$ cat src/rtl/sgwd_pkg.sv
// Package: shared constants and types for the swipe gesture wake detector.
package sgwd_pkg;

    localparam int COORD_BITS_DEF = 12;

    // Byte address width of the register port: six 32-bit registers.
    localparam int ADDR_W = 5;
    localparam int DATA_W = 32;
    localparam int REG_IDX_W = 3;

    // Percentages: wake/sleep distance and height of the bottom band.
    localparam int PCT_NEED = 60;
    localparam int PCT_BAND = 13;
    localparam int PCT_FULL = 100;

    typedef enum logic [2:0] {
        OP_POSITION   = 3'd0,
        OP_RELEASE    = 3'd1,
        OP_REJECT     = 3'd2,
        OP_DISPLAY    = 3'd3,
        OP_DISCONNECT = 3'd4
    } opcode_t;

    typedef enum logic [REG_IDX_W-1:0] {
        REG_ENABLE     = 3'd0,
        REG_SLEEP_ONLY = 3'd1,
        REG_X_LO       = 3'd2,
        REG_X_HI       = 3'd3,
        REG_Y_LO       = 3'd4,
        REG_Y_HI       = 3'd5
    } reg_idx_t;

endpackage

$ cat src/rtl/swipe_gesture_wake_detector_core.sv
// Top level: swipe gesture wake/sleep detector with register port.
//
//  channel  | handshake               | payload
//  ---------+-------------------------+-----------------------------------
//  input    | in_valid / in_ready     | opcode, pos_x, pos_y, screen_off
//  output   | out_valid / out_ready   | power_key
//  config   | psel/penable/pwrite     | paddr, pwdata, prdata (pready high)
//
// One request is taken per cycle while the output is not stalled. A request is
// held in the input register after its acceptance, evaluated against the gesture
// state there, and its result is registered in the output register when the input
// register advances.
// rst_n resets the gesture state and the registers and clears both pipeline valids at
// once. A stalled output holds the input register; the input side stalls
// only while both registers are full and out_ready is low.
module swipe_gesture_wake_detector_core
    import sgwd_pkg::*;
#(
    parameter int COORD_BITS = COORD_BITS_DEF
)
(
    input  logic                  clk,
    input  logic                  rst_n,
    // register port
    input  logic                  psel,
    input  logic                  penable,
    input  logic                  pwrite,
    input  logic [ADDR_W-1:0]     paddr,
    input  logic [DATA_W-1:0]     pwdata,
    output logic [DATA_W-1:0]     prdata,
    output logic                  pready,
    // touch event requests
    input  logic                  in_valid,
    output logic                  in_ready,
    input  logic [2:0]            opcode,
    input  logic [COORD_BITS-1:0] pos_x,
    input  logic [COORD_BITS-1:0] pos_y,
    input  logic                  screen_off,
    // power key results
    output logic                  out_valid,
    input  logic                  out_ready,
    output logic                  power_key
);

    // Scaled products: (best+1)*100 and window span * 60 fit in CB+7 bits.
    localparam int SCALE_W = COORD_BITS + 7;

    // Configuration registers
    logic                  enable_reg;
    logic                  sleep_only_reg;
    logic [COORD_BITS-1:0] x_lo_reg;
    logic [COORD_BITS-1:0] x_hi_reg;
    logic [COORD_BITS-1:0] y_lo_reg;
    logic [COORD_BITS-1:0] y_hi_reg;

    // Window spans scaled by their percentages, refreshed every cycle
    logic [SCALE_W-1:0]    need_scaled_reg;
    logic [SCALE_W-1:0]    band_scaled_reg;

    // Input register
    logic                  s1_valid_reg;
    opcode_t               s1_opcode_reg;
    logic [COORD_BITS-1:0] s1_pos_x_reg;
    logic [COORD_BITS-1:0] s1_pos_y_reg;
    logic                  s1_screen_off_reg;

    // Output register
    logic                  out_valid_reg;
    logic                  power_key_reg;

    // Gesture state
    logic                  suspended_reg,     suspended_next;
    logic                  contact_reg,       contact_next;
    logic                  start_valid_reg,   start_valid_next;
    logic                  blocked_reg,       blocked_next;
    logic                  armed_reg,         armed_next;
    logic [COORD_BITS-1:0] start_x_reg,       start_x_next;
    logic [COORD_BITS-1:0] best_progress_reg, best_progress_next;
    logic                  fire_next;

    logic                  s1_advance;
    logic                  cfg_write;
    reg_idx_t              cfg_idx;

    logic                  inside_win;
    logic [COORD_BITS-1:0] start_x_eff;
    logic [COORD_BITS:0]   disp;
    logic [COORD_BITS-1:0] best_upd;
    logic [SCALE_W-1:0]    prog_scaled;
    logic [SCALE_W-1:0]    y_room_scaled;
    logic [COORD_BITS-1:0] y_room;
    logic                  reach;
    logic                  above_band;
    logic                  mode_wake;
    logic                  mode_sleep;

    // ------------------------------------------------------------------
    // Register port: writes land at the access phase, reads are plain mux
    // ------------------------------------------------------------------
    assign pready    = 1'b1;
    assign cfg_write = psel && penable && pwrite;
    assign cfg_idx   = reg_idx_t'(paddr[ADDR_W-1:2]);

    always_ff @(posedge clk or negedge rst_n)
    begin
        if (!rst_n)
        begin
            enable_reg     <= 1'b1;
            sleep_only_reg <= 1'b0;
            x_lo_reg       <= '0;
            x_hi_reg       <= '1;
            y_lo_reg       <= '0;
            y_hi_reg       <= '1;
        end
        else if (cfg_write)
        begin
            case (cfg_idx)
                REG_ENABLE:     enable_reg     <= pwdata[0];
                REG_SLEEP_ONLY: sleep_only_reg <= pwdata[0];
                REG_X_LO:       x_lo_reg       <= pwdata[COORD_BITS-1:0];
                REG_X_HI:       x_hi_reg       <= pwdata[COORD_BITS-1:0];
                REG_Y_LO:       y_lo_reg       <= pwdata[COORD_BITS-1:0];
                REG_Y_HI:       y_hi_reg       <= pwdata[COORD_BITS-1:0];
                default:        ;
            endcase
        end
    end

    always_comb
    begin
        case (cfg_idx)
            REG_ENABLE:     prdata = DATA_W'(enable_reg);
            REG_SLEEP_ONLY: prdata = DATA_W'(sleep_only_reg);
            REG_X_LO:       prdata = DATA_W'(x_lo_reg);
            REG_X_HI:       prdata = DATA_W'(x_hi_reg);
            REG_Y_LO:       prdata = DATA_W'(y_lo_reg);
            REG_Y_HI:       prdata = DATA_W'(y_hi_reg);
            default:        prdata = '0;
        endcase
    end

    // Registers change only while idle: a rule for the user, the block does not enforce it.
    // The scaled spans are registered, so only then are they settled before evaluation.
    // An inverted window wraps here, but then no position is inside anyway.
    always_ff @(posedge clk)
    begin
        need_scaled_reg <= SCALE_W'(x_hi_reg - x_lo_reg) * SCALE_W'(PCT_NEED);
        band_scaled_reg <= SCALE_W'(y_hi_reg - y_lo_reg) * SCALE_W'(PCT_BAND);
    end

    // ------------------------------------------------------------------
    // Pipeline handshake: input register feeds the output register
    // ------------------------------------------------------------------
    assign s1_advance = s1_valid_reg && (!out_valid_reg || out_ready);
    assign in_ready   = !s1_valid_reg || s1_advance;

    always_ff @(posedge clk or negedge rst_n)
    begin
        if (!rst_n)
        begin
            s1_valid_reg <= 1'b0;
        end
        else if (in_ready)
        begin
            s1_valid_reg <= in_valid;
        end
    end

    always_ff @(posedge clk)
    begin
        if (in_valid && in_ready)
        begin
            s1_opcode_reg     <= opcode_t'(opcode);
            s1_pos_x_reg      <= pos_x;
            s1_pos_y_reg      <= pos_y;
            s1_screen_off_reg <= screen_off;
        end
    end

    always_ff @(posedge clk or negedge rst_n)
    begin
        if (!rst_n)
        begin
            out_valid_reg <= 1'b0;
        end
        else if (s1_advance)
        begin
            out_valid_reg <= 1'b1;
        end
        else if (out_ready)
        begin
            out_valid_reg <= 1'b0;
        end
    end

    always_ff @(posedge clk)
    begin
        if (s1_advance)
        begin
            power_key_reg <= fire_next;
        end
    end

    assign out_valid = out_valid_reg;
    assign power_key = power_key_reg;

    // ------------------------------------------------------------------
    // Position evaluation
    // ------------------------------------------------------------------
    assign inside_win = (s1_pos_x_reg >= x_lo_reg) && (s1_pos_x_reg <= x_hi_reg) &&
                        (s1_pos_y_reg >= y_lo_reg) && (s1_pos_y_reg <= y_hi_reg);

    // The first position of a gesture becomes its start point
    assign start_x_eff = start_valid_reg ? start_x_reg : s1_pos_x_reg;

    // Rightward while suspended, leftward while awake; sign bit on top
    assign disp = suspended_reg ?
                  ({1'b0, s1_pos_x_reg} - {1'b0, start_x_eff}) :
                  ({1'b0, start_x_eff} - {1'b0, s1_pos_x_reg});

    assign best_upd = (!disp[COORD_BITS] && (disp[COORD_BITS-1:0] > best_progress_reg)) ?
                      disp[COORD_BITS-1:0] : best_progress_reg;

    // best >= floor(span*60/100)  <=>  (best+1)*100 > span*60
    assign prog_scaled = (SCALE_W'(best_upd) + SCALE_W'(1)) * SCALE_W'(PCT_FULL);
    assign reach       = prog_scaled > need_scaled_reg;

    // y inside the bottom band: y > y_hi - floor(span*13/100)
    // <=> (y_hi - y + 1)*100 <= span*13; valid only with y inside the window
    assign y_room        = y_hi_reg - s1_pos_y_reg;
    assign y_room_scaled = (SCALE_W'(y_room) + SCALE_W'(1)) * SCALE_W'(PCT_FULL);
    assign above_band    = y_room_scaled <= band_scaled_reg;

    assign mode_wake  = suspended_reg && enable_reg && !sleep_only_reg;
    assign mode_sleep = !suspended_reg && enable_reg;

    // ------------------------------------------------------------------
    // Gesture state update, one request per advance
    // ------------------------------------------------------------------
    always_comb
    begin
        suspended_next     = suspended_reg;
        contact_next       = contact_reg;
        start_valid_next   = start_valid_reg;
        blocked_next       = blocked_reg;
        armed_next         = armed_reg;
        start_x_next       = start_x_reg;
        best_progress_next = best_progress_reg;
        fire_next          = 1'b0;

        if (s1_advance)
        begin
            case (s1_opcode_reg)
                OP_POSITION:
                begin
                    contact_next = 1'b1;
                    if (!blocked_reg)
                    begin
                        if (inside_win && (mode_wake || (mode_sleep && above_band)))
                        begin
                            start_x_next       = start_x_eff;
                            start_valid_next   = 1'b1;
                            best_progress_next = best_upd;
                            if (reach && armed_reg)
                            begin
                                armed_next = 1'b0;
                                fire_next  = 1'b1;
                            end
                        end
                        else
                        begin
                            // invalidate with the finger down: block until lift
                            blocked_next       = 1'b1;
                            armed_next         = 1'b1;
                            start_valid_next   = 1'b0;
                            best_progress_next = '0;
                            if (inside_win)
                            begin
                                start_x_next = start_x_eff;
                            end
                        end
                    end
                end
                OP_RELEASE:
                begin
                    armed_next         = 1'b1;
                    start_valid_next   = 1'b0;
                    best_progress_next = '0;
                    blocked_next       = 1'b0;
                    contact_next       = 1'b0;
                end
                OP_REJECT:
                begin
                    contact_next       = 1'b1;
                    blocked_next       = 1'b1;
                    armed_next         = 1'b1;
                    start_valid_next   = 1'b0;
                    best_progress_next = '0;
                end
                OP_DISPLAY:
                begin
                    suspended_next     = s1_screen_off_reg;
                    blocked_next       = contact_reg;
                    armed_next         = 1'b1;
                    start_valid_next   = 1'b0;
                    best_progress_next = '0;
                end
                OP_DISCONNECT:
                begin
                    armed_next         = 1'b1;
                    start_valid_next   = 1'b0;
                    best_progress_next = '0;
                    blocked_next       = 1'b0;
                    contact_next       = 1'b0;
                end
                default:
                begin
                    // unused codes: drop without touching state
                end
            endcase
        end
    end

    always_ff @(posedge clk or negedge rst_n)
    begin
        if (!rst_n)
        begin
            suspended_reg     <= 1'b0;
            contact_reg       <= 1'b0;
            start_valid_reg   <= 1'b0;
            blocked_reg       <= 1'b0;
            armed_reg         <= 1'b1;
            start_x_reg       <= '0;
            best_progress_reg <= '0;
        end
        else
        begin
            suspended_reg     <= suspended_next;
            contact_reg       <= contact_next;
            start_valid_reg   <= start_valid_next;
            blocked_reg       <= blocked_next;
            armed_reg         <= armed_next;
            start_x_reg       <= start_x_next;
            best_progress_reg <= best_progress_next;
        end
    end

endmodule

$ cat config.mk
export PLATFORM = sky130hd
export DESIGN_NAME = swipe_gesture_wake_detector_core
export DESIGN_NICKNAME = d
export VERILOG_FILES = /design/src/rtl/sgwd_pkg.sv /design/src/rtl/swipe_gesture_wake_detector_core.sv
export SDC_FILE = /design/constraint.sdc
export NUM_CORES = 1
export LEC_CHECK = 0
export BUFFER_PORTS_ARGS = -buffer_cell sky130_fd_sc_hd__buf_2
export CORE_MARGIN = 2
export CORE_UTILIZATION = 35
export DETAILED_ROUTE_END_ITERATION = 8
export PLACE_DENSITY = 0.6
export SYNTH_ARGS = -nofsm -noshare
export SYNTH_HDL_FRONTEND = slang
export SYNTH_SLANG_ARGS = --single-unit
$ cat constraint.sdc
create_clock -name clk -period 12.7 [get_ports clk]
set_input_delay 3.175 -clock clk [delete_from_list [all_inputs] [get_ports clk]]
set_output_delay 3.175 -clock clk [all_outputs]
set_load 0.005 [all_outputs]
Word-level counts from Yosys, hierarchy flattened
Index checks and enable logic that the tools add are counted.
{"block": "classes", "n_addsub": 7, "multipliers": 4, "n_div": 0, "order_cmp": 7, "eq_ne": 11, "shift": 0, "mux": 23, "bitwise": 3, "reduce_logical": 45}
{"cell": "2-to-1 mux 12 bit", "count": 6}
{"cell": "one-hot mux 12 bit (6 select lines)", "count": 1}
{"cell": "subtractor 12 x 12 -> 13 bit", "count": 4}
{"cell": "multiplier 13 x 5 -> 17 bit (second input constant)", "count": 2}
{"cell": "adder 12 x 1 -> 13 bit (second input constant)", "count": 2}
{"cell": ">= comparator 12 bit", "count": 2}
{"cell": "less-or-equal comparator 12 bit", "count": 2}
{"cell": "one-hot mux 12 bit (2 select lines)", "count": 1}
{"cell": "greater-than comparator 19 bit", "count": 1}
{"cell": "less-or-equal comparator 19 bit", "count": 1}
{"cell": "multiplier 19 x 4 -> 17 bit (second input constant)", "count": 1}
{"cell": "multiplier 13 x 5 -> 18 bit (second input constant)", "count": 1}
{"cell": "AND reduction 2 bit", "count": 9}
{"cell": "logical AND 1 bit", "count": 14}
{"cell": "2-to-1 mux 13 bit", "count": 1}
{"cell": "equality test 3 x 2 -> 1 bit (second input constant)", "count": 4}
{"cell": "greater-than comparator 12 bit", "count": 1}
{"cell": "subtractor 12 bit", "count": 1}
{"cell": "2-to-1 mux 1 bit", "count": 10}
{"cell": "equality test 3 bit (second input constant)", "count": 3}
{"cell": "AND reduction 4 bit", "count": 2}
{"cell": "nonzero test 2 bit", "count": 4}
{"cell": "equality test 3 x 1 -> 1 bit (second input constant)", "count": 2}
{"cell": "logical NOT 3 bit", "count": 2}
{"cell": "12 further kinds", "count": 23}
{"block": "totals", "regBits": 145, "latch_bits": 0, "mem_bits_rw": 0, "rom_bits": 0, "output_inout_bits": 36, "wordCells": 122, "mem_count": 0}

Depth between registers and ports, before layout
{"block": "depth", "ltp_word": 14, "ltp_mapped": 48}

Worst setup path after synthesis
No wires, ideal clock.
{"block": "synth_path", "path_kind": "register to register", "from": "register start_valid_reg", "to": "register power_key_reg, in the netlist power_key (data pin)", "setup_time_ns": 0.160, "t_arrival_ns": 9.414, "path_slack_ns": 3.127, "stages_incl_launch_ff": 47, "n_path_buf": 5, "path_cell_list": "dfrtp_1 -> clkbuf_1 -> nand2_1 -> o21ai_0 -> ha_1 -> buf_2 -> a211oi_1 -> a21oi_1 -> nor2b_1 -> a211oi_1 -> o21ai_0 -> a31oi_1 -> xnor2_1 -> ha_1 -> nand4_1 -> or3_1 -> o31a_1 -> nand2_1 -> [... 11 more ...] -> inv_1 -> ha_1 -> a21oi_1 -> o21ai_0 -> a21o_1 -> a21o_1 -> a21o_1 -> a41o_1 -> o41a_1 -> xnor2_1 -> ha_1 -> nand3_1 -> nor2_1 -> nand2_1 -> a21oi_1 -> nand4_1 -> a221o_1 -> nor3b_1"}
{"block": "synth_between", "elab_chain_len": 11, "elab_cells_between_ends": 13, "cone_classes": "add/sub: 3; mul: 1; order compare: 2; mux: 4; reduce/logical: 3"}
{"element": "start: declaration", "line_no": "swipe_gesture_wake_detector_core.sv:74", "text": "logic start_valid_reg, start_valid_next;"}
{"element": "start signal: assignment", "line_no": "swipe_gesture_wake_detector_core.sv:340", "text": "start_valid_reg <= start_valid_next;"}
{"element": "2-to-1 mux 12 bit *", "line_no": "swipe_gesture_wake_detector_core.sv:214", "text": "assign start_x_eff = start_valid_reg ? start_x_reg : s1_pos_x_reg;"}
{"element": "named net start_x_eff[4]", "line_no": "swipe_gesture_wake_detector_core.sv:86", "text": "logic [COORD_BITS-1:0] start_x_eff;"}
{"element": "subtractor 12 x 12 -> 13 bit, on equally long branches", "line_no": "swipe_gesture_wake_detector_core.sv:219, swipe_gesture_wake_detector_core.sv:218"}
{"element": "2-to-1 mux 13 bit *", "line_no": "swipe_gesture_wake_detector_core.sv:217", "text": "assign disp = suspended_reg ?"}
{"element": "greater-than comparator 12 bit / logical NOT 1 bit (equally long branches)", "line_no": "swipe_gesture_wake_detector_core.sv:221", "text": "assign best_upd = (!disp[COORD_BITS] && (disp[COORD_BITS-1:0] > best_progress_reg)) ?"}
{"element": "logical AND 1 bit", "line_no": "swipe_gesture_wake_detector_core.sv:221"}
{"element": "2-to-1 mux 12 bit *", "line_no": "swipe_gesture_wake_detector_core.sv:221"}
{"element": "adder 12 x 1 -> 13 bit *", "line_no": "swipe_gesture_wake_detector_core.sv:225", "text": "assign prog_scaled = (SCALE_W'(best_upd) + SCALE_W'(1)) * SCALE_W'(PCT_FULL);"}
{"element": "multiplier 13 x 5 -> 17 bit *", "line_no": "swipe_gesture_wake_detector_core.sv:225"}
{"element": "greater-than comparator 19 bit *", "line_no": "swipe_gesture_wake_detector_core.sv:226", "text": "assign reach = prog_scaled > need_scaled_reg;"}
{"element": "logical AND 1 bit *", "line_no": "swipe_gesture_wake_detector_core.sv:264", "text": "if (reach && armed_reg)"}
{"element": "2-to-1 mux 1 bit *", "line_no": "swipe_gesture_wake_detector_core.sv:264"}
{"element": "end signal: assignment", "line_no": "swipe_gesture_wake_detector_core.sv:200", "text": "power_key_reg <= fire_next;"}
{"element": "end: declaration", "line_no": "swipe_gesture_wake_detector_core.sv:69", "text": "logic power_key_reg;"}
The timed path passes the listed nets; every way through them passes the cells marked *.
A chain may end at the register's enable or synchronous reset.

Final worst setup path
Ends and elaborated chain as after synthesis.

==> reports/results.md <==
| Result | This run |
|:---|:---|
| Setup fix buffers added after clock tree synthesis | 0 |
| Antenna fix cells | 0 |
| Detailed Route WL | 35.6 mm |
| Complex-gate fraction of the synthesized area | 14.8% |
| Post-synthesis xor/xnor area fraction | 7.34% |
| Post-synth top area share | 22.8% |
| Main combinational cell family by area after synthesis | adder cells |
| Antenna-violating nets left | 0 |
| Share of layout cells above drive strength 1 | 9.82% |
| X dimension of the die | 213 microns |
| Final hold viol count | 0 |
| Most area-consuming cells after synthesis | ha_1 (23%), dfrtp_1 (9.0%), fa_1 (7.5%), inv_1 (6.2%), edfxtp_1 (5.7%) |
| Cell at the root of the clock tree | clkbuf_16 |
| Wire length per cell after detailed routing | 15.2 microns |
| Top Ports | 108 |
| Startpoint types | flip-flop |
| Total via count after detailed routing | 11,700 |
| Post-cts gate resize count | 0 |
| Count of port buffers added during placement | 64 |
| Slew at the pin closest to its max-slew limit | 1.17 ns |
| Total area of multi-input combinational cells | 10,500 sq um |
| FF/Latch Area | 3630 sq um |
| Placed Area | 16,100 sq um |
| Library cell contributing the largest single delay on the critical path | dfrtp_1 |
| Initial standard-cell utilization of the core | 35.5% |
| Adder and majority cell fraction of the synthesized area | 30.3% |
| Area added between synthesis and finish | 9.76% |
| Max-Slew Margin vs Limit | 21.6% |
| Pin count of the biggest net entering global routing | 60 |
| Instance count of the mapped netlist | 1,688 |
| Layout Skew | 0.0115 ns |
| Cell taking the most area after synthesis | ha_1 |
| Max-slew violation total from the final report | 0 |
| Crit-path most repeated cell | ha_1 |
| Via/cell ratio | 5.00 |
| Pre-antenna DRT Iters | 5 |
| Synthesized flop and latch total | 145 |
| Maximum single-stage delay on the critical path | 0.79 ns |
| Capturing element type of the critical path | flip-flop |
| Ys async rst share | 55.9% |
| Multiplexer area fraction after synthesis | 3.56% |
| DIE AREA | 45,200 sq um |
| Final GP Congestion | 0.902 |
| Worst min path class | reg -> reg |
| Total clock buffers created by CTS | 17 |
| Unrepaired setup endpoints after global routing | no |
| Status | finished clean |
| Critical path class | reg -> reg |
| Number of levels the H-tree was split into | 4 |
| Post-CTS clock slew at the launch and capture registers of the worst setup and hold paths | 0.06 ns |
| Total Negative Setup Slacks | 0 ns |
| Required time of the critical path | 13.00 ns |
| Number of flops mapped to enable cells by yosys | 29 |
| Wire length of the first global-routing pass | 58.1 mm |
| Standard cell core area | 43,000 sq um |
| Detailed-placement wirelength estimate | 29.3 mm |
| Post-route core utilization | 38.9% |
| Chip Height | 213 microns |
| Via count of the first global-routing pass | 11,500 |
| Global-route total usage across every layer | 16.3% |
| Number of fillers in the final layout | 4,385 |
| Final period demand of the worst path | 10.83 ns |
| Largest register FFs | 18 |
| Finished Cell Area | 16,700 sq um |
| Ratio of final minimum period to clock period | 85.3% |
| Clk sink count | 145 |
| Mean Syn Cell Area | 9.03 sq um |
| Insertion delay of the later-clocked pin in the worst-skew pair | 0.45 ns |
| Sequential cell area fraction in the yosys report | 23.8% |
| Primary flip-flop cell chosen by synthesis mapping | dfrtp_1 |
| Total standard cell area after synthesis | 15,200 sq um |
| Maximum clock frequency | 92.4 MHz |
| Max-cap violations | 0 |
| Register-to-register setup slack | 1.87 ns |
| Number of warnings reported in the yosys synthesis log | 0 |
| Simple-gate share of the synthesized area | 11.9% |
| # setup viols final | 0 |
| Std cell rows | 76 |
| Max clock buf depth | 2 |
| Critical path data arrival time | 11.12 ns |
| Initial antenna violation count | 3 |
| Maximum net fanout on the critical path | 28 |
| Iteration-0 DRC Markers | 621 |
| Number of hold buffers added after cts | 0 |
| Remaining routing DRC violations | 0 |
| Clock tree from TritonCTS | done |
| Sum of overflow across all layers after global routing | 0 |
| Total Nets Final | 2,155 |
| Number of unique standard cell types used by synthesis | 82 |
## synthesized netlist by cell type, types with 6 or more instances
| cell | instances |
|---|---|
| inv_1 | 251 |
| nand3_1 | 37 |
| nor3_1 | 34 |
| nand2b_1 | 12 |
| dfrtp_1 | 55 |
| a211oi_1 | 9 |
| buf_4 | 23 |
| buf_2 | 6 |
| mux2_2 | 17 |
| o22ai_1 | 13 |
| xnor2_1 | 78 |
| a31oi_1 | 6 |
| nor2b_1 | 20 |
| o2111ai_1 | 7 |
| a2111oi_0 | 8 |
| o21ai_0 | 102 |
| a21o_1 | 31 |
| a31o_2 | 6 |
| dfstp_2 | 26 |
| mux2i_1 | 35 |
| and3_1 | 13 |
| edfxtp_1 | 29 |
| a21oi_1 | 92 |
| nand4_1 | 12 |
| nand2_1 | 118 |
| o21a_1 | 9 |
| nand3b_1 | 6 |
| fa_1 | 57 |
| clkbuf_1 | 18 |
| o21bai_1 | 9 |
| o211ai_1 | 7 |
| or3_1 | 13 |
| dfxtp_1 | 35 |
| ha_1 | 278 |
| xor2_1 | 46 |
| nor2_1 | 72 |
## placed cells by master, fill, tap and decap left out, types with 13 or more instances in the layout
| master | n |
|---|---|
| dfxtp_1 | 35 |
| or3_1 | 13 |
| mux2i_1 | 35 |
| conb_1 | 21 |
| o21ai_0 | 102 |
| and3_1 | 13 |
| inv_1 | 251 |
| nor2b_1 | 20 |
| nand3_1 | 37 |
| ha_1 | 278 |
| mux2_2 | 17 |
| xor2_1 | 46 |
| nor2_1 | 72 |
| clkbuf_16 | 19 |
| buf_2 | 63 |
| a21oi_1 | 92 |
| nand2_1 | 118 |
| dfstp_2 | 26 |
| fa_1 | 57 |
| xnor2_1 | 78 |
| a21o_1 | 31 |
| dfrtp_1 | 55 |
| edfxtp_1 | 29 |
| nor3_1 | 32 |
| o22ai_1 | 13 |
## stage by stage
stage / setup slack (ns) / instances / hold WS [ns]
2_1_floorplan: 3.13 / 1707 / 0.450
4_1_cts: 1.85 / 2346 / 0.493
5_1_grt: 1.03 / 2346 / 0.517
3_3_place_gp: 2.03 / 2314 / 0.463
3_5_place_dp: 1.92 / 2314 / 0.478
6_report: 1.87 / 2346 / 0.489
## kinds of logic after synthesis
kind of cell,after synthesis
adders and majority gates,335
muxes,52
AOI/OAI and AO/OA,355
xor gates and xnor gates,126
DFF,145
other,2
buffers and inverters,302
and+or+nand+nor,371
## worst max-delay path, delay by kind of cell (launching register included)
family	cells	cell delay (ns)
DFF	1	0.79
muxes	1	0.30
adders and majority gates	6	2.29
AOI/OAI and AO/OA	18	3.92
xor gates and xnor gates	3	0.43
and+or+nand+nor	11	2.58
buffers and inverters	2	0.35
## worst paths after layout
| path | start | endpoint | depth (start not counted) |
|---|---|---|---|
| min in group asynchronous | rst_n | contact_reg$_DFFE_PN0P_ | 1 |
| setup / recovery | start_valid_reg$_DFFE_PN0P_ | power_key$_SDFFCE_PP0P_ | 41 |
| max in group asynchronous | rst_n | sleep_only_reg$_DFFE_PN0P_ | 2 |
| setup reg to reg | start_valid_reg$_DFFE_PN0P_ | power_key$_SDFFCE_PP0P_ | 41 |
| hold reg to reg | s1_screen_off_reg$_DFFE_PP_ | suspended_reg$_DFFE_PN0P_ | 1 |
| hold / removal | s1_screen_off_reg$_DFFE_PP_ | suspended_reg$_DFFE_PN0P_ | 1 |
## cell type report
type	instances	share of cell area (%)
clock inverters	9	0.404
inverters	251	5.63
multi-input cells	1260	62.5
repair buffers	73	2.33
well taps	585	4.38
flip-flops and latches	145	21.7
clock buffers	23	3.05
## routing by layer
layer  global-route usage [%]  vias up  routed length [microns]  share of wire (%)
met5                        0        -                       13              0.037
met4                     5.50        2                      722                2.0
met3                     1.88       40                     1070                3.0
met2                     26.3      199                    16000                 45
met1                     22.6     5560                    17700                 50
li1                         -     5929                        -                  -
Power is left out: the tool's default activity adds up to more than one toggle a clock period on the data nets, which glitch-free logic cannot reach.
